`config.mk`:
```
export PLATFORM = sky130hd
export DESIGN_NAME = fgsm_div
export DESIGN_NICKNAME = d
export VERILOG_FILES = /design/src/hw/rtl/fgsm_div.sv
export SDC_FILE = /design/constraint.sdc
export NUM_CORES = 1
export LEC_CHECK = 0
export BUFFER_PORTS_ARGS = -buffer_cell sky130_fd_sc_hd__buf_2
export CORE_MARGIN = 2
export CORE_UTILIZATION = 45
export CTS_CLUSTER_DIAMETER = 150
export DETAILED_ROUTE_END_ITERATION = 16
export HOLD_SLACK_MARGIN = 0.06
export SLEW_MARGIN = 20
export SYNTH_ARGS = -nofsm -noshare
export SYNTH_HDL_FRONTEND = slang
export SYNTH_SLANG_ARGS = --single-unit
```
`constraint.sdc`:
```
create_clock -name clk -period 4.4 [get_ports clk]
set_clock_uncertainty 0.2 [all_clocks]
set_input_delay 0.44 -clock clk [delete_from_list [all_inputs] [get_ports clk]]
set_output_delay 0.44 -clock clk [all_outputs]
set_load 0.02 [all_outputs]
```
`src/hw/rtl/fgsm_div.sv`:
```
module fgsm_div #(
  parameter int NW = 28,
  parameter int DW = 12,
  parameter int QW = 17,
  parameter int SW = 8
) (
  input  logic          clk,
  input  logic          rst,
  input  logic          en,
  input  logic          in_vld,
  input  logic [NW-1:0] num,
  input  logic [DW-1:0] den,
  input  logic [SW-1:0] side_in,
  output logic          out_vld,
  output logic [QW-1:0] quo,
  output logic          ovf,
  output logic [SW-1:0] side_out
);

  // stage 0 loads, stages 1..QW produce one quotient bit each
  logic          vld  [QW+1];
  logic [DW-1:0] rem  [QW+1];
  logic [QW-1:0] low  [QW+1];
  logic [QW-1:0] q    [QW+1];
  logic [DW-1:0] dv   [QW+1];
  logic          of   [QW+1];
  logic [SW-1:0] side [QW+1];

  logic [NW-QW-1:0] head;
  assign head = num[NW-1:QW];

  always_ff @(posedge clk) begin
    if (rst) vld[0] <= 1'b0;
    else if (en) vld[0] <= in_vld;
  end

  // quotient would not fit when the leading part already reaches den
  always_ff @(posedge clk) begin
    if (en) begin
      rem[0]  <= DW'(head);
      low[0]  <= num[QW-1:0];
      q[0]    <= '0;
      dv[0]   <= den;
      of[0]   <= ({{DW{1'b0}}, head} >= {{(NW-QW){1'b0}}, den});
      side[0] <= side_in;
    end
  end

  for (genvar k = 1; k <= QW; k++) begin : g_stage
    logic [DW:0] trial;
    logic        take;
    assign trial = {rem[k-1], low[k-1][QW-1]};
    assign take  = trial >= {1'b0, dv[k-1]};

    always_ff @(posedge clk) begin
      if (rst) vld[k] <= 1'b0;
      else if (en) vld[k] <= vld[k-1];
    end

    always_ff @(posedge clk) begin
      if (en) begin
        rem[k]  <= take ? DW'(trial - {1'b0, dv[k-1]}) : DW'(trial);
        low[k]  <= {low[k-1][QW-2:0], 1'b0};
        q[k]    <= {q[k-1][QW-2:0], take};
        dv[k]   <= dv[k-1];
        of[k]   <= of[k-1];
        side[k] <= side[k-1];
      end
    end
  end

  assign out_vld  = vld[QW];
  assign quo      = q[QW];
  assign ovf      = of[QW];
  assign side_out = side[QW];

endmodule

```
==> reports/metrics.csv, run 1 <==
metric,value,unit
run status,"finished, final reports clean",
Yosys cell types,54,
Netlist Area Pre-Place,39000,um^2
top-level port count,79,
largest net degree at the start of global routing,137,
setup TNS,0,ns
CP dominant cell by count,a21o_1,
Worst Path Required,4.59,ns
number of antenna violations at the first check in global routing,1,
CP Cell Sequence,"ha_1, a21o_1, a21o_1, a21oi_1, nor2_1, a2111oi_0, o31ai_4, mux2_2",
gr ovfl total,0,
design area,44800,um^2
dpl ws,1.08,ns
Area Growth Syn to Fin,14.8,%
arrival time at the worst endpoint,3.60,ns
Max Transition Viols Final,0,
Hold Fails Final Rpt,0,
most frequent cells in the layout,"edfxtp_1 (893), inv_1 (262), ha_1 (215)",
WL per Instance,16.5,um
worst setup margin,0.995,ns
antenna-violating nets left,0,
starting density of the core,0.456,
Post-CTS Hold Fix Bufs,49,
core area,85500,um^2
register bit count reported by yosys,893,
Final min period,3.41,ns
Mapped Avg Cell Area,15.2,um^2
worst slew pin tran,0.862,ns
WS Path Type,reg -> reg,
Post-synth ARST share,0,
Slowest cell on crit path,a2111oi_0,
Leak,0.0175,uW
total of warnings raised by yosys,0,
clk sinks,893,
RR Startpoint,rem[12][5],
setup violators final,0,
post-cts sizing count,0,
first-pass iteration count of the detailed router,5,
"IR drop worst, VDD",0.351,mV
die area,89100,um^2
"Seq/Total Area, Yosys",0.687,
post-CTS setup buffer count,0,
Hold Path Depth,1,
first-pass GRT wire length,108,mm
Inserted Clock Buffers,96,
Max-Cap Viols,0,
"reg-to-reg slack, setup",0.99,ns
min-delay src,en,
Critical Path Source Type,register,
number of DRC markers in iteration 0,1150,
die height,298,um
Die Width,298,um
Max Clk Rate,0.294,GHz
predominant post-synthesis flop cell,edfxtp_1,
clock slew at reported path FFs,0.06,ns
end of the worst register-to-register path,rem[13][9],
vias per cell,5.21,
Post-synth EDFFs,893,
CP Capture Type,register,
cells after synthesis,2573,
layout cells sized above 1,0.149,
worst min path class,in -> reg,
"delay-heaviest family, CP",compound AO/OA/AOI/OAI gates,
vias in the first global route,21443,
CTS H-Tree Depth,3,
"commonest non-fill, non-tap cell in the layout",edfxtp_1,
DRC Markers,0,
overall routing resource usage,0.149,
fin crit share,0.774,
std cell rows,107,
max incr delay on CP,0.77,ns
CP Max Fanout,13,
Root Driver,clkbuf_16,
GPL Wtd Cong,0.862,
PD cells,639,nW/um^2
CTS tree,built,
CTS Buffer Depth,3,
"Clk Latency, worst-skew pair",0.65,ns
RSZ-0062 raised after global routing,false,
final wirelength,66.4,mm
reg2reg path depth,8,
Post-Place Cell Area,41100,um^2
Post-Syn Nets,2856,
ANT cells,0,
CP bufs+invs,0,
Slew HR,0.411,
hold path endpoint,low[0][2],
number of port buffers,78,
NumNets Final,3086,
DP HPWL,44.8,mm
total number of vias,20943,
metrics by stage:
stage	power, uW	hold WS [ns]	utilization	cells
4_1_cts	28900	0.128	0.523	4023
5_1_grt	30300	0.150	0.523	4023
2_1_floorplan	18400	0.200	-	2573
6_report	28600	0.125	0.523	4023
3_3_place_gp	20300	0.200	0.481	3800
3_5_place_dp	20600	0.205	0.481	3800
power breakdown:
part | total [uW] | switching (uW) | internal (uW)
Combinational | 8590 | 4500 | 4090
Clock | 8030 | 3260 | 4770
Sequential | 12000 | 668 | 11300
Total | 28600 | 8430 | 20200
registers in the layout, summed over array words and instances, names as in the netlist:
| name | cells |
|---|---|
| dv | 204 |
| low | 153 |
| of | 18 |
| q | 153 |
| rem | 203 |
| side | 144 |
| vld | 18 |
cells in the mapped netlist (36+ instances only):
cell type / count / area share
ha_1: 215 / 0.069
edfxtp_1: 893 / 0.69
nor2_1: 112 / 0.011
a21oi_1: 99 / 0.013
nand2b_1: 64 / 0.010
xor2_1: 58 / 0.013
o21ai_0: 83 / 0.011
mux2_2: 136 / 0.039
nand2_1: 65 / 0.0063
a21o_1: 81 / 0.016
xnor2_1: 54 / 0.012
inv_1: 262 / 0.025
nand3_1: 47 / 0.0060
mux2i_1: 36 / 0.0092
worst max-delay path by stage:
stage,from,to,slack (ns),depth (start not counted)
after detailed placement,rem[11][1],rem[12][7],1.08,9
after global placement,rem[12][1],rem[13][5],1.04,8
after CTS,rem[12][5],rem[13][7],1.0,8
final,rem[12][5],rem[13][9],0.99,8
after global routing,rem[12][5],rem[13][4],0.86,8
after floorplan,dv[4][1],rem[5][10],1.34,10
worst reg2reg max path: stages, from the launching register on:
cell	delay [ns]
edfxtp_1	0.40
ha_1	0.37
a21o_1	0.20
a21o_1	0.18
a21oi_1	0.20
nor2_1	0.06
a2111oi_0	0.77
o31ai_4	0.40
mux2_2	0.38
layer usage:
metal,share of wire,vias to the layer above,global-route usage,wire [um]
li1,-,10157,-,-
met1,0.42,10190,0.179,27800
met2,0.50,437,0.260,33300
met3,0.037,157,0.0256,2460
met4,0.042,2,0.0719,2760
met5,0.00029,-,0,19
area by class of cell:
| type | instances | area, um^2 |
|---|---|---|
| sequential | 893 | 26800 |
| clock buffer | 108 | 2450 |
| multi-input combinational | 1396 | 11200 |
| clock inverter | 66 | 723 |
| fill | 6917 | 40800 |
| inverter | 262 | 983 |
| timing repair buffer | 154 | 1210 |
| tap | 1144 | 1430 |
cell families (layout without fill, tap and decap cells):
kind of cell	after synthesis	after routing	synth area share
DFF	893	893	0.687
muxes	179	179	0.0512
AOI/OAI and AO/OA	415	415	0.0706
buffers and inverters	284	590	0.0279
xor gates and xnor gates	112	112	0.0251
and+or+nand+nor	459	459	0.0606
adders and majority gates	231	231	0.0772
Power figures use the tool's default switching activity.
==> run 2: changes to the inputs <==
--- a/config.mk
+++ b/config.mk
@@ -5,6 +5,7 @@
 export SDC_FILE = /design/constraint.sdc
 export NUM_CORES = 1
 export LEC_CHECK = 0
+export ABC_AREA = 1
 export BUFFER_PORTS_ARGS = -buffer_cell sky130_fd_sc_hd__buf_2
 export CORE_MARGIN = 2
 export CORE_UTILIZATION = 45
==> constraint.sdc (replaced) <==
create_clock -name clk -period 3.5 [get_ports clk]
set_clock_uncertainty 0.2 [all_clocks]
set_input_delay 0.35 -clock clk [delete_from_list [all_inputs] [get_ports clk]]
set_output_delay 0.35 -clock clk [all_outputs]
set_load 0.02 [all_outputs]
==> run 2 against run 1 <==
  * Register-to-register slack worse by 0.15 ns
  * Area after synthesis is 11% higher
  * Sequential cell count unchanged
  * Via count is 28% higher
  * Combinational power grew 44%
  * Power grew 31%
  * Final cell count up 38%
  * Utilization down 1.1 points
  * Hold slack gained 0.065 ns
  * Critical path type unchanged
  * Largest cell class unchanged
==> reports/metrics.csv, run 2 <==
metric,value,unit
first-pass iteration count of the detailed router,6,
CP dominant cell by count,nand2_1,
CTS tree,built,
Largest register FFs,204,
layout cells sized above 1,0.0965,
number of DRC markers in iteration 0,1716,
Yosys cell types,38,
Crit. Startpoint,dv[10][7],
largest cells by area after synthesis,"edfxtp_1 (62%), nand2_1 (9.2%), inv_1 (6.7%)",
"Seq/Total Area, Yosys",0.621,
total of warnings raised by yosys,0,
overall routing resource usage,0.165,
largest net degree at the start of global routing,93,
Die Width,314,um
DP HPWL,57.7,mm
CTS H-Tree Depth,3,
Root Driver,clkbuf_16,
WS Path Type,reg -> reg,
starting density of the core,0.454,
final wirelength,80.7,mm
Max-Cap Viols,0,
vias in the first global route,26283,
worst min path class,in -> reg,
"Clk Latency, worst-skew pair",0.66,ns
Netlist Area Pre-Place,43200,um^2
RR Startpoint,dv[10][7],
Mapped Avg Cell Area,10.8,um^2
Inserted Clock Buffers,97,
post-cts sizing count,0,
setup violators final,0,
Max Transition Viols Final,0,
Critical Path Source Type,register,
Slowest cell on crit path,edfxtp_1,
clock slew at reported path FFs,0.06,ns
setup TNS,0,ns
total number of vias,26764,
predominant post-synthesis flop cell,edfxtp_1,
"IR drop worst, VDD",0.360,mV
Pint,24300,uW
Max Clk Rate,0.376,GHz
run status,"finished, final reports clean",
CP Max Fanout,20,
NumNets Final,4495,
core area,95000,um^2
std cell rows,113,
Commonest cells post-synth,"nand2_1 (1053), edfxtp_1 (893), inv_1 (765)",
Leak,0.0215,uW
die area,98400,um^2
sequential fraction of design power,0.407,
Final min period,2.66,ns
PD cells,767,nW/um^2
"commonest non-fill, non-tap cell in the layout",nand2_1,
Largest regs,"dv x204, rem x203",
GPL Wtd Cong,0.860,
Net Switching,13100,uW
Largest Register,dv,
Clk pwr share,0.262,
vias per cell,4.82,
CP Capture Type,register,
Area Growth Syn to Fin,12.8,%
design area,48700,um^2
leading area contributor after synthesis,edfxtp_1,
min-delay src,rst,
Hold Fails Final Rpt,0,
gr ovfl total,0,
top-area cell type share of the netlist area,0.621,
antenna-violating nets left,0,
worst slew pin tran,0.596,ns
max incr delay on CP,0.44,ns
cells after synthesis,3996,
"count leader, synth",nand2_1,
number of antenna violations at the first check in global routing,0,
Post-Syn Nets,4279,
Post-synth EDFFs,893,
Logic pwr share,0.332,
register bit count reported by yosys,893,
Worst Path Required,3.68,ns
fin crit share,0.759,
WL per Instance,14.5,um
CTS Buffer Depth,3,
Slew HR,0.603,
DRC Markers,0,
arrival time at the worst endpoint,2.84,ns
RSZ-0062 raised after global routing,false,
first-pass GRT wire length,131,mm
Post-synth ARST share,0,
number of port buffers,78,
clk sinks,893,
CP Cell Sequence,"inv_1, ha_1, nand2_1, inv_1, nand2_1, nand2_1, a21oi_2, nand3_2, nand2_1, o21ai_0",
die height,314,um
most frequent cells in the layout,"nand2_1 (1053), edfxtp_1 (893), inv_1 (765)",
Post-Place Cell Area,45200,um^2
switching share of power,0.350,
top-level port count,79,
## run 2: changes by cell type after synthesis, moves of 36 or more
| cell | before | now |
|---|---|---|
| nand4_1 | 13 | 147 |
| mux2i_1 | 36 | 0 |
| a21o_1 | 81 | 0 |
| nand2b_1 | 64 | 0 |
| inv_1 | 262 | 765 |
| nand3_1 | 47 | 216 |
| nand3_2 | 0 | 47 |
| xnor2_1 | 54 | 16 |
| nand2_1 | 65 | 1053 |
| mux2_2 | 136 | 0 |
| nor2_1 | 112 | 190 |
## run 2: layout make-up
| type | instances | area, um^2 |
|---|---|---|
| clock inverter | 62 | 519 |
| sequential | 893 | 26800 |
| antenna | 1 | 2.50 |
| timing repair buffer | 154 | 1260 |
| clock buffer | 114 | 2530 |
| multi-input combinational | 2295 | 13100 |
| fill | 8438 | 46300 |
| tap | 1265 | 1580 |
| inverter | 771 | 2890 |
## run 2: worst paths after layout
path,to,slack (ns),cells past startpoint
setup / recovery,rem[11][1],0.84,10
hold reg to reg,low[10][12],0.21,0
setup reg to reg,rem[11][1],0.84,10
hold / removal,vld[2],0.19,2
## run 2: power groups by stage
| stage | combinational [uW] | sequential, uW | clock, uW |
|---|---|---|---|
| finish | 12400 | 15200 | 9770 |
| global route | 14200 | 15400 | 10500 |
| CTS | 12400 | 15200 | 10100 |
| detailed placement | 12300 | 15400 | 0 |
| global placement | 12200 | 15400 | 0 |
| floorplan | 9890 | 15000 | 0 |
## run 2: kinds of logic (layout without fill, tap and decap cells)
group | Yosys count | count (layout) | synth area share
fa+ha+maj | 231 | 231 | 0.0697
compound gates | 196 | 196 | 0.0283
simple gates | 1782 | 1782 | 0.188
buf+inv | 808 | 1101 | 0.0752
flops | 893 | 893 | 0.621
other cells | 0 | 1 | 0
xor+xnor | 86 | 86 | 0.0174
## run 2: worst max-delay path, delay by kind of cell (launching register included)
kind	cells	cell delay (ns)
simple gates	5	0.88
flops	1	0.44
compound gates	2	0.39
fa+ha+maj	1	0.35
buf+inv	2	0.12
## run 2: routing by layer
layer / GRT usage / share of wire / vias to the layer above
met4: 0.0538 / 0.024 / 0
met1: 0.222 / 0.47 / 12460
li1: - / - / 13720
met5: 0 / 0 / -
met3: 0.0277 / 0.042 / 133
met2: 0.272 / 0.47 / 451
## run 2: per-stage QoR
step / power [uW] / hold WS, ns / util / setup slack [ns] / instances
finish: 37300 / 0.189 / 0.513 / 0.844 / 5555
CTS: 37800 / 0.146 / 0.513 / 0.842 / 5554
detailed placement: 27700 / 0.205 / 0.475 / 0.903 / 5328
global route: 40100 / 0.175 / 0.513 / 0.631 / 5554
global placement: 27600 / 0.200 / 0.475 / 0.879 / 5328
floorplan: 24800 / 0.200 / - / 1.42 / 3996
## run 2: repair_timing
item | 4_1_cts | 5_1_grt
hold endpoints to repair | 86 | 0
hold buffers | 50 | 0
setup buffers | 0 | 0
