==> src/hw/rtl/fgsm_pkg.sv <==
package fgsm_pkg;

  // Pixel commands
  typedef enum logic [1:0] {
    CMD_GAMMA_DEC = 2'd0,
    CMD_GAMMA_ENC = 2'd1,
    CMD_FILM_DEC  = 2'd2,
    CMD_FILM_ENC  = 2'd3
  } cmd_t;

  // Saturation is Q1.16, 1.0 is 65536, so 17 bits
  localparam int SAT_W = 17;
  localparam logic [SAT_W-1:0] SAT_ONE = 17'h10000;

  // Reciprocal constants for 21-bit dividends: floor(x/d) = (x*K) >> S
  localparam int RX_W = 21;
  localparam int RK_W = 22;
  localparam logic [RK_W-1:0] RECIP_10 = 22'd3355444;
  localparam logic [RK_W-1:0] RECIP_29 = 22'd2314099;
  localparam logic [RK_W-1:0] RECIP_9  = 22'd3728271;
  localparam int SHIFT_10 = 25;
  localparam int SHIFT_29 = 26;
  localparam int SHIFT_9  = 25;

endpackage

==> src/hw/rtl/fgsm_sat_remap.sv <==
module fgsm_sat_remap #(
  parameter int SW = 8
) (
  input  logic                      clk,
  input  logic                      rst,
  input  logic                      en,
  input  logic                      in_vld,
  input  logic [fgsm_pkg::SAT_W-1:0] s_in,
  input  logic                      inverse,
  input  logic [SW-1:0]             side_in,
  output logic                      out_vld,
  output logic [fgsm_pkg::SAT_W-1:0] s_out,
  output logic [fgsm_pkg::SAT_W-1:0] sn,
  output logic [SW-1:0]             side_out
);

  localparam int SA = fgsm_pkg::SAT_W;
  localparam int XW = fgsm_pkg::RX_W;
  localparam int KW = fgsm_pkg::RK_W;

  logic          va, vb, vc;
  logic [SA-1:0] sa, sb;
  logic [SW-1:0] sda, sdb;
  logic [XW-1:0] xa;
  logic [KW-1:0] ka;
  logic          sha, shb;
  logic          nga, ngb;
  logic [XW+KW-1:0] prod;

  // piece select and dividend
  logic [31:0] s32, rest;
  logic [XW-1:0] x_c;
  logic [KW-1:0] k_c;
  logic sh_c, ng_c;
  always_comb begin
    s32  = 32'(s_in);
    rest = 32'(fgsm_pkg::SAT_ONE) - s32;
    if (!inverse) begin
      if (20 * s32 > 19 * 32'(fgsm_pkg::SAT_ONE)) begin
        x_c = XW'(rest * 29 + 5);
        k_c = fgsm_pkg::RECIP_10; sh_c = 1'b0; ng_c = 1'b1;
      end else begin
        x_c = XW'(s32 * 9 + 5);
        k_c = fgsm_pkg::RECIP_10; sh_c = 1'b0; ng_c = 1'b0;
      end
    end else begin
      if (200 * s32 > 171 * 32'(fgsm_pkg::SAT_ONE)) begin
        x_c = XW'(rest * 10 + 14);
        k_c = fgsm_pkg::RECIP_29; sh_c = 1'b1; ng_c = 1'b1;
      end else begin
        x_c = XW'(s32 * 10 + 4);
        k_c = fgsm_pkg::RECIP_9; sh_c = 1'b0; ng_c = 1'b0;
      end
    end
  end

  always_ff @(posedge clk) begin
    if (rst) begin
      va <= 1'b0; vb <= 1'b0; vc <= 1'b0;
    end else if (en) begin
      va <= in_vld; vb <= va; vc <= vb;
    end
  end

  always_ff @(posedge clk) begin
    if (en) begin
      xa <= x_c; ka <= k_c; sha <= sh_c; nga <= ng_c; sa <= s_in; sda <= side_in;
      prod <= (XW+KW)'(xa) * (XW+KW)'(ka);
      shb <= sha; ngb <= nga; sb <= sa; sdb <= sda;
    end
  end

  // quotient, flip for the upper piece, clamp to 1.0
  logic [XW-1:0] qt;
  logic [31:0]   r32;
  logic [SA-1:0] r_c;
  always_comb begin
    qt  = shb ? XW'(prod >> fgsm_pkg::SHIFT_29) : XW'(prod >> fgsm_pkg::SHIFT_10);
    r32 = ngb ? 32'(fgsm_pkg::SAT_ONE) - 32'(qt) : 32'(qt);
    r_c = (r32 > 32'(fgsm_pkg::SAT_ONE)) ? fgsm_pkg::SAT_ONE : SA'(r32);
  end

  always_ff @(posedge clk) begin
    if (en) begin
      sn <= r_c; s_out <= sb; side_out <= sdb;
    end
  end

  assign out_vld = vc;

endmodule

==> config.mk <==
export PLATFORM = sky130hd
export DESIGN_NAME = fgsm_sat_remap
export DESIGN_NICKNAME = d
export VERILOG_FILES = /design/src/hw/rtl/fgsm_pkg.sv /design/src/hw/rtl/fgsm_sat_remap.sv
export SDC_FILE = /design/constraint.sdc
export NUM_CORES = 1
export LEC_CHECK = 0
export BUFFER_PORTS_ARGS = -buffer_cell sky130_fd_sc_hd__buf_4
export CAP_MARGIN = 5
export CORE_UTILIZATION = 35
export CTS_BUF_LIST = sky130_fd_sc_hd__clkbuf_8 sky130_fd_sc_hd__clkbuf_16
export CTS_CLUSTER_DIAMETER = 100
export DETAILED_ROUTE_END_ITERATION = 10
export GPL_TIMING_DRIVEN = 0
export MAX_ROUTING_LAYER = met4
export SLEW_MARGIN = 20
export SYNTH_ARGS = -nofsm -noshare
export SYNTH_HDL_FRONTEND = slang
export SYNTH_SLANG_ARGS = --single-unit
==> constraint.sdc <==
create_clock -name clk -period 7 [get_ports clk]
set_input_delay 1.05 -clock clk [delete_from_list [all_inputs] [get_ports clk]]
set_output_delay 1.05 -clock clk [all_outputs]
set_load 0.02 [all_outputs]
==> results of run 1 <==
## path summary, 6_finish.rpt
kind	startpoint	end
max	xa[7]$_DFFE_PP_	prod[38]$_DFFE_PP_
min	sda[1]$_DFFE_PP_	sdb[1]$_DFFE_PP_
min reg2reg	sda[1]$_DFFE_PP_	sdb[1]$_DFFE_PP_
max reg2reg	xa[7]$_DFFE_PP_	prod[38]$_DFFE_PP_
## final cells by class
type | instances | area (um^2)
fillers | 7253 | 44700
multi-input cells | 1850 | 19900
flip-flops and latches | 143 | 4260
inverters | 635 | 2380
well taps | 969 | 1210
repair buffers | 133 | 1060
clock buffers | 17 | 425
plain buffers | 47 | 359
clock inverters | 15 | 150
diodes | 1 | 2.50
## synth_stat cells, drive strengths merged (11+ instances only)
library cell / instances
nand2: 157
fa: 377
o21bai: 17
o211ai: 21
and3: 14
inv: 635
o21ai: 63
a21o: 25
edfxtp: 140
xor2: 50
nand3: 33
nor3: 31
a211oi: 14
a21oi: 92
clkbuf: 39
mux2i: 53
nor2b: 23
a311oi: 14
and2: 51
nand4: 11
xnor2: 111
nor2: 113
o21a: 12
or2: 11
ha: 401
nand2b: 21
## stage by stage
stage / hold slack, ns / instance area [um^2] / util, %
after floorplan: 0.400 / 26300 / -
final: 0.415 / 29700 / 39.9
after global placement: 0.401 / 28100 / 37.7
after detailed placement: 0.405 / 28100 / 37.7
after global routing: 0.419 / 29700 / 39.9
after CTS: 0.419 / 29600 / 39.8
## metal layers
| metal | wire, um | up-vias |
|---|---|---|
| li1 | - | 9025 |
| met1 | 29000 | 9184 |
| met2 | 31600 | 391 |
| met3 | 2900 | 68 |
| met4 | 1080 | 0 |
| met5 | 0 | - |
## sequential cells by signal, indices dropped and copies added (netlist names)
signal and flops:
nga 1, sa 17, sb 17, xa 21, ka 6, ngb 1, vb 1, side_out 8
shb 1, va 1, s_out 17, out_vld 1, sn 17, prod 18, sdb 8, sda 8
## logic make-up after synthesis
group	Yosys count	share of synthesized area, %
flip-flops	143	16.2
XOR/XNOR	161	5.36
AND/OR/NAND/NOR	510	9.56
adder cells (fa/ha/maj)	778	47.8
multiplexers	58	2.28
AO/OA/AOI/OAI	343	8.97
buffers and inverters	684	9.85
## critical path: cells and delay by family (launching register included)
family,cells,cell delay [ns]
xor gates and xnor gates,2,0.29
adders and majority gates,7,3.12
and+or+nand+nor,5,0.63
AOI/OAI and AO/OA,4,0.99
buffers and inverters,12,1.45
DFF,1,0.46
## timing repair
action,4_1_cts,5_1_grt
endpoints found under the setup margin,19,20
hold buffers,0,0
pin swaps,57,25
setup buffers,58,2
gates resized for setup,133,34
==> results.toml, run 1 <==
[drt]
ant_nets = 0
drtPass1Iterations = 5
drc = 0
via_per_inst = 4.90
drt-initial-drc-count = 1303
wl_mm = 64.6
wire_per_inst_um = 17.0
vias = 18700

[yosys]
syn_nets = 3485
synth_top_area_share_pct = 28.7
synthFlopType = "edfxtp_1"
syn_inst = 2677
syn_area_um2 = 26300
ys_types = 88
avgSynthCellArea_um2 = 9.82
synth_edf_count = 140
ys_seq_area_share_pct = 16.2
yosys_register_bits = 143
yosys_warnings = 0
ys_async_sr_fraction_pct = 0
synthTopCellsByArea = "fa_1 (29%), ha_1 (19%), edfxtp_1 (16%)"
yosys.area.top_type = "fa_1"

[floorplanning]
rows = 100
fp.dieW_um = 276
ioPinCount = 73
core_um2 = 74400
start_util_pct = 35.3
dieArea_um2 = 76200
die_y_um = 276

[grt]
antenna_found_initial = 2
first_global_vias = 19200
grt_max_degree = 101
busiest_layer = "met2"
use_met2_pct = 30.1
gr-total-overflow = 0
track_usage_pct = 18.1
met1_usage_pct = 23.0
grt_pass1_wl_mm = 104
use_met3_pct = 2.70

[setup_path]
startpoint_type = "flop"
r2r_slack_ns = -0.21
crit_required_ns = 7.22
reg2regPathDepth = 30
crit_top_cell = "buf_4"
crit_type = "reg2reg"
endpoint_kind = "flop"
arrival_ns = 7.43
critPathMaxStageDelay_ns = 0.55
crit_path_max_fanout = 4
crit_slowest_cell = "fa_1"

[hold_path]
hp-class = "reg2reg"
hold_depth = 0

[outcome]
status = "finished, violations left"
violations = "setup timing"

[cts]
clock-root-buffer = "clkbuf_16"
cts_made_buffers = 17
cts_htree_levels = 4
clk_latency_ns = 0.48
cts.path.max_buffers = 2
path_clk_slew_ns = 0.07
cts_tree = "done"
clock-sinks = 143

[timing]
hold_viol_final = 0
slew_headroom_pct = 32.7
fin_ws_ns = -0.215
rsz0062_at_grt = "yes"
finalSetupTns_ns = -0.876
fmax_ghz = 0.139
slew_violations = 0
clock_skew_ns = 0.0135
period_share_pct = 103
finalSetupViolCount = 6
period_needed_ns = 7.21
worst_pin_slew_ns = 1.00

[place]
gp_congestion = 0.953
hpwl_mm = 54.6
dp_slack_ns = -1.85
portBuffers = 72
dp.cells = 3719

[final_layout]
layout.cells.non_filler = 3810
final_cell_mix = "inv_1 (619), ha_1 (392), fa_1 (374)"
drive_above_1_share_pct = 11.2
final_common_cell = "inv_1"
nets = 3635
areaGrowthSynthToFinish_pct = 13.0

[run]
cap_violations = 0
Power of run 1 is not shown: default switching activity piles up to over one toggle a cycle in this logic, so the estimate is an artifact.
==> inputs of run 2 (changes only) <==
Settings changed: CORE_UTILIZATION 35 to 40.
==> run 2 against run 1 <==
  * The flow still finishes with violations (setup timing)
  * First-iteration DRC count is 9.4% lower
  * Final area is 1.0% higher
  * Wire length is 7.4% higher
  * Clock skew is 0.0020 ns lower
  * Maximum frequency is 1.5% higher
  * Register-to-register slack better by 0.11 ns
  * Flip-flop and latch count stayed put
  * Non-clock buffer count is 19 higher
  * Global-route usage is 3.9 points higher
  * Final cell count is 2.5% lower
  * Clock-buffer cell count stayed put
  * Critical path type unchanged
==> results.toml, run 2 (synthesis gave the netlist of run 1 again) <==
[outcome]
status = "finished, violations left"
violations = "setup timing"

[timing]
slew_violations = 0
worst_pin_slew_ns = 0.836
period_needed_ns = 7.10
period_share_pct = 101
rsz0062_at_grt = "yes"
hold_ws_ns = 0.411
fin_ws_ns = -0.105
hold_viol_final = 0
slew_headroom_pct = 44.3
fmax_ghz = 0.141
finalSetupViolCount = 6
clock_skew_ns = 0.0115

[floorplanning]
rows = 93
fp.dieW_um = 258
dieArea_um2 = 66800
ioPinCount = 73
die_y_um = 258
start_util_pct = 40.7
core_um2 = 64700

[cts]
cts_tree = "done"
cts_made_buffers = 17
clock-root-buffer = "clkbuf_16"
cts_htree_levels = 4
clk_latency_ns = 0.47
cts.path.max_buffers = 2
path_clk_slew_ns = 0.06
clock-sinks = 143

[setup_path]
crit_family = "adder cells"
crit_required_ns = 7.21
crit_top_cell = "fa_1"
r2r_slack_ns = -0.10
crit_buf_inv = 7
crit_path_max_fanout = 8
endpoint_kind = "flop"
critPathMaxStageDelay_ns = 0.58
crit_type = "reg2reg"
crit_slowest_cell = "fa_2"
arrival_ns = 7.31
startpoint_type = "flop"

[place]
portBuffers = 72
post_dp_cell_area_um2 = 28000
gp_congestion = 0.976
hpwl_mm = 58.3
dp_slack_ns = -1.64

[grt]
antenna_found_initial = 1
grt_max_degree = 103
first_global_vias = 20700
grt_pass1_wl_mm = 110
track_usage_pct = 22.0
gr-total-overflow = 0

[final_layout]
fillers = 6078
final_cell_mix = "inv_1 (613), ha_1 (386), fa_1 (360)"
areaGrowthSynthToFinish_pct = 14.2
nets = 3654
top_register = "xa"
multi_input_area_um2 = 20100
fin_util_pct = 46.4
final_common_cell = "inv_1"
final_cell_area_um2 = 30000
drive_above_1_share_pct = 13.5
regArea_um2 = 4260
reg_top3 = "xa: 21 flops, prod: 18 flops"
largest_reg_flops = 21

[run]
cap_violations = 0

[drt]
vias = 19200
wl_mm = 69.4
ant_nets = 0
wire_per_inst_um = 18.7
via_per_inst = 5.18
drc = 0
drt-initial-drc-count = 1181
drtPass1Iterations = 6

[hold_path]
hp-class = "reg2reg"
## run 2: cell count changes in the layout (fill, tap and decap cells not counted), sizes merged
cell      previous run  this run
buf                145       168
clkinvlp             0         3
clkbuf              52        48
clkinv               7         4
## run 2: layer usage
metal,part of all wire [%],track usage [%],vias up
met5,0,-,-
met4,3.2,6.77,0
met3,3.8,2.51,126
met2,51,39.1,468
met1,42,25.9,9580
li1,-,-,9062
## run 2: final timing paths
kind                                            to  cells after the start                 start
worst max-delay path            prod[42]$_DFFE_PP_                     27  ka[11]$_SDFFCE_PN0P_
worst min-delay path            s_out[2]$_DFFE_PP_                      0       sb[2]$_DFFE_PP_
worst max register to register  prod[42]$_DFFE_PP_                     27  ka[11]$_SDFFCE_PN0P_
worst min register to register  s_out[2]$_DFFE_PP_                      0       sb[2]$_DFFE_PP_
## run 2: timing repair
| item | CTS | global route |
|---|---|---|
| hold endpoints to repair | 0 | 0 |
| gates cloned | 0 | 1 |
| resized for setup | 196 | 42 |
| endpoints found under the setup margin | 22 | 18 |
| setup buffers | 69 | 12 |
| pin swaps | 97 | 27 |
| hold buffers | 0 | 0 |
## run 2: layout make-up
class	instances	share of cell area (%)
clock inverters	15	0.433
flip-flops and latches	143	14.2
diodes	1	0.00833
multi-input cells	1850	67.0
plain buffers	44	1.27
clock buffers	17	1.42
repair buffers	155	4.19
well taps	855	3.56
inverters	635	7.96
## run 2: stage by stage
step,setup TNS (ns),instances
global route,-1.60,3715
finish,-0.297,3715
detailed placement,-23.78,3605
CTS,-0.195,3703
floorplan,0,2677
global placement,-24.23,3604
Power of run 2 is left out for the same reason.
==> inputs of run 3 (changes only) <==
Settings changed: BUFFER_PORTS_ARGS -buffer_cell sky130_fd_sc_hd__buf_4 to -buffer_cell sky130_fd_sc_hd__clkbuf_2, CELL_PAD_IN_SITES_DETAIL_PLACEMENT set to 1, CELL_PAD_IN_SITES_GLOBAL_PLACEMENT set to 1, PLACE_DENSITY_LB_ADDON set to 0.1.
==> run 3 against run 2 <==
  * The run still ends with setup timing left
  * Wire length grew 11%
  * Largest cell class unchanged
  * Via count about the same
  * Critical endpoint unchanged
  * Global-route usage is 2.7 points higher
  * Critical path type unchanged
  * Critical path depth is 2 higher
  * Utilization increased by 0.052 points
  * Maximum frequency decreased by 1.3%
  * Die area is the same
==> results.toml, run 3 (synthesis gave the netlist of run 1 again) <==
[timing]
finalSetupViolCount = 9
clock_skew_ns = 0.0194
worst_pin_slew_ns = 0.979
fin_ws_ns = -0.201
rsz0062_at_grt = "yes"
slew_headroom_pct = 34.7
period_needed_ns = 7.20
slew_violations = 0
period_share_pct = 103
fmax_ghz = 0.139
finalSetupTns_ns = -1.00
hold_viol_final = 0

[floorplanning]
core_um2 = 64700
fp.dieW_um = 258
dieArea_um2 = 66800
start_util_pct = 40.7
ioPinCount = 73
die_y_um = 258
rows = 93

[grt]
busiest_layer = "met2"
grt_pass1_wl_mm = 122
use_met3_pct = 2.25
track_usage_pct = 24.7
use_met2_pct = 44.4
grt_max_degree = 81
antenna_found_initial = 1
gr-total-overflow = 0
met1_usage_pct = 29.6
first_global_vias = 21800

[setup_path]
arrival_ns = 7.41
crit_buf_inv = 10
endpoint_kind = "flop"
crit_path_max_fanout = 5
crit_slowest_cell = "fa_2"
crit_family = "adder cells"
crit_required_ns = 7.20
critPathMaxStageDelay_ns = 0.64
crit_type = "reg2reg"
crit_top_cell = "buf_4"
startpoint_type = "flop"

[cts]
cts_tree = "done"
path_clk_slew_ns = 0.07
clock-root-buffer = "clkbuf_16"
cts_htree_levels = 4
clock-sinks = 143
cts_made_buffers = 17
cts.path.max_buffers = 2
clk_latency_ns = 0.47

[drt]
ant_nets = 0
wire_per_inst_um = 20.7
drt-initial-drc-count = 803
drc = 0
via_per_inst = 5.17
vias = 19200
drtPass1Iterations = 5
wl_mm = 77.1

[final_layout]
largest_reg_flops = 21
top_register = "xa"
final_common_cell = "inv_1"
areaGrowthSynthToFinish_pct = 14.3
nets = 3659
reg_top3 = "xa: 21 flops, prod: 18 flops"
final_cell_mix = "inv_1 (596), ha_1 (385), fa_1 (361)"
n_antenna_cell = 0
drive_above_1_share_pct = 14.3

[outcome]
violations = "setup timing"
status = "finished, violations left"

[hold_path]
hp-class = "reg2reg"

[run]
cap_violations = 0

[place]
portBuffers = 72
hpwl_mm = 66.1
gp_congestion = 0.956
run 3: cell types whose count changed in the layout (fill, tap and decap cells not counted), moves of 3 or more:
| cell | previous run | this run |
|---|---|---|
| buf_12 | 3 | 6 |
| inv_2 | 21 | 37 |
| inv_1 | 613 | 596 |
| clkbuf_2 | 2 | 74 |
| clkinvlp_4 | 3 | 0 |
| buf_4 | 142 | 71 |
run 3: area by class of cell:
type                       instances  area [um^2]
fill                            7333        34600
multi-input combinational       1850        20200
sequential                       143         4260
inverter                         635         2390
timing repair buffer             159         1160
tap                              855         1070
clock buffer                      17          425
buffer                            45          392
clock inverter                    15          196
run 3: repair_timing:
item                       in CTS  in global routing
setup endpoints to repair      24                 18
buffers inserted               66                 20
hold buffers                    0                  0
pin swaps                      60                 53
resized for setup             215                 57
run 3: worst paths after layout:
check	startpoint	endpoint	slack (ns)	cells past startpoint
worst max-delay path	xa[7]$_DFFE_PP_	prod[42]$_DFFE_PP_	-0.20	29
worst max register to register	xa[7]$_DFFE_PP_	prod[42]$_DFFE_PP_	-0.20	29
worst min-delay path	sb[0]$_DFFE_PP_	s_out[0]$_DFFE_PP_	0.42	0
worst min register to register	sb[0]$_DFFE_PP_	s_out[0]$_DFFE_PP_	0.42	0
run 3: metal layers:
metal / wire length, um / up-vias / part of all wire (%)
met5: 0 / - / 0
met3: 1920 / 75 / 2.5
met2: 40500 / 231 / 53
li1: - / 9046 / -
met1: 32900 / 9868 / 43
met4: 1710 / 0 / 2.2
run 3: per-stage QoR:
step / cells / setup WS, ns / util (%) / hold slack (ns) / cell area [um^2]
floorplan: 2677 / 0.00132 / - / 0.400 / 26300
global placement: 3604 / -1.80 / 42.9 / 0.401 / 27700
detailed placement: 3605 / -2.06 / 42.9 / 0.406 / 27800
CTS: 3699 / -0.294 / 46.0 / 0.421 / 29700
global route: 3719 / -0.433 / 46.5 / 0.427 / 30100
finish: 3719 / -0.201 / 46.5 / 0.419 / 30100
Power of run 3 is left out for the same reason.
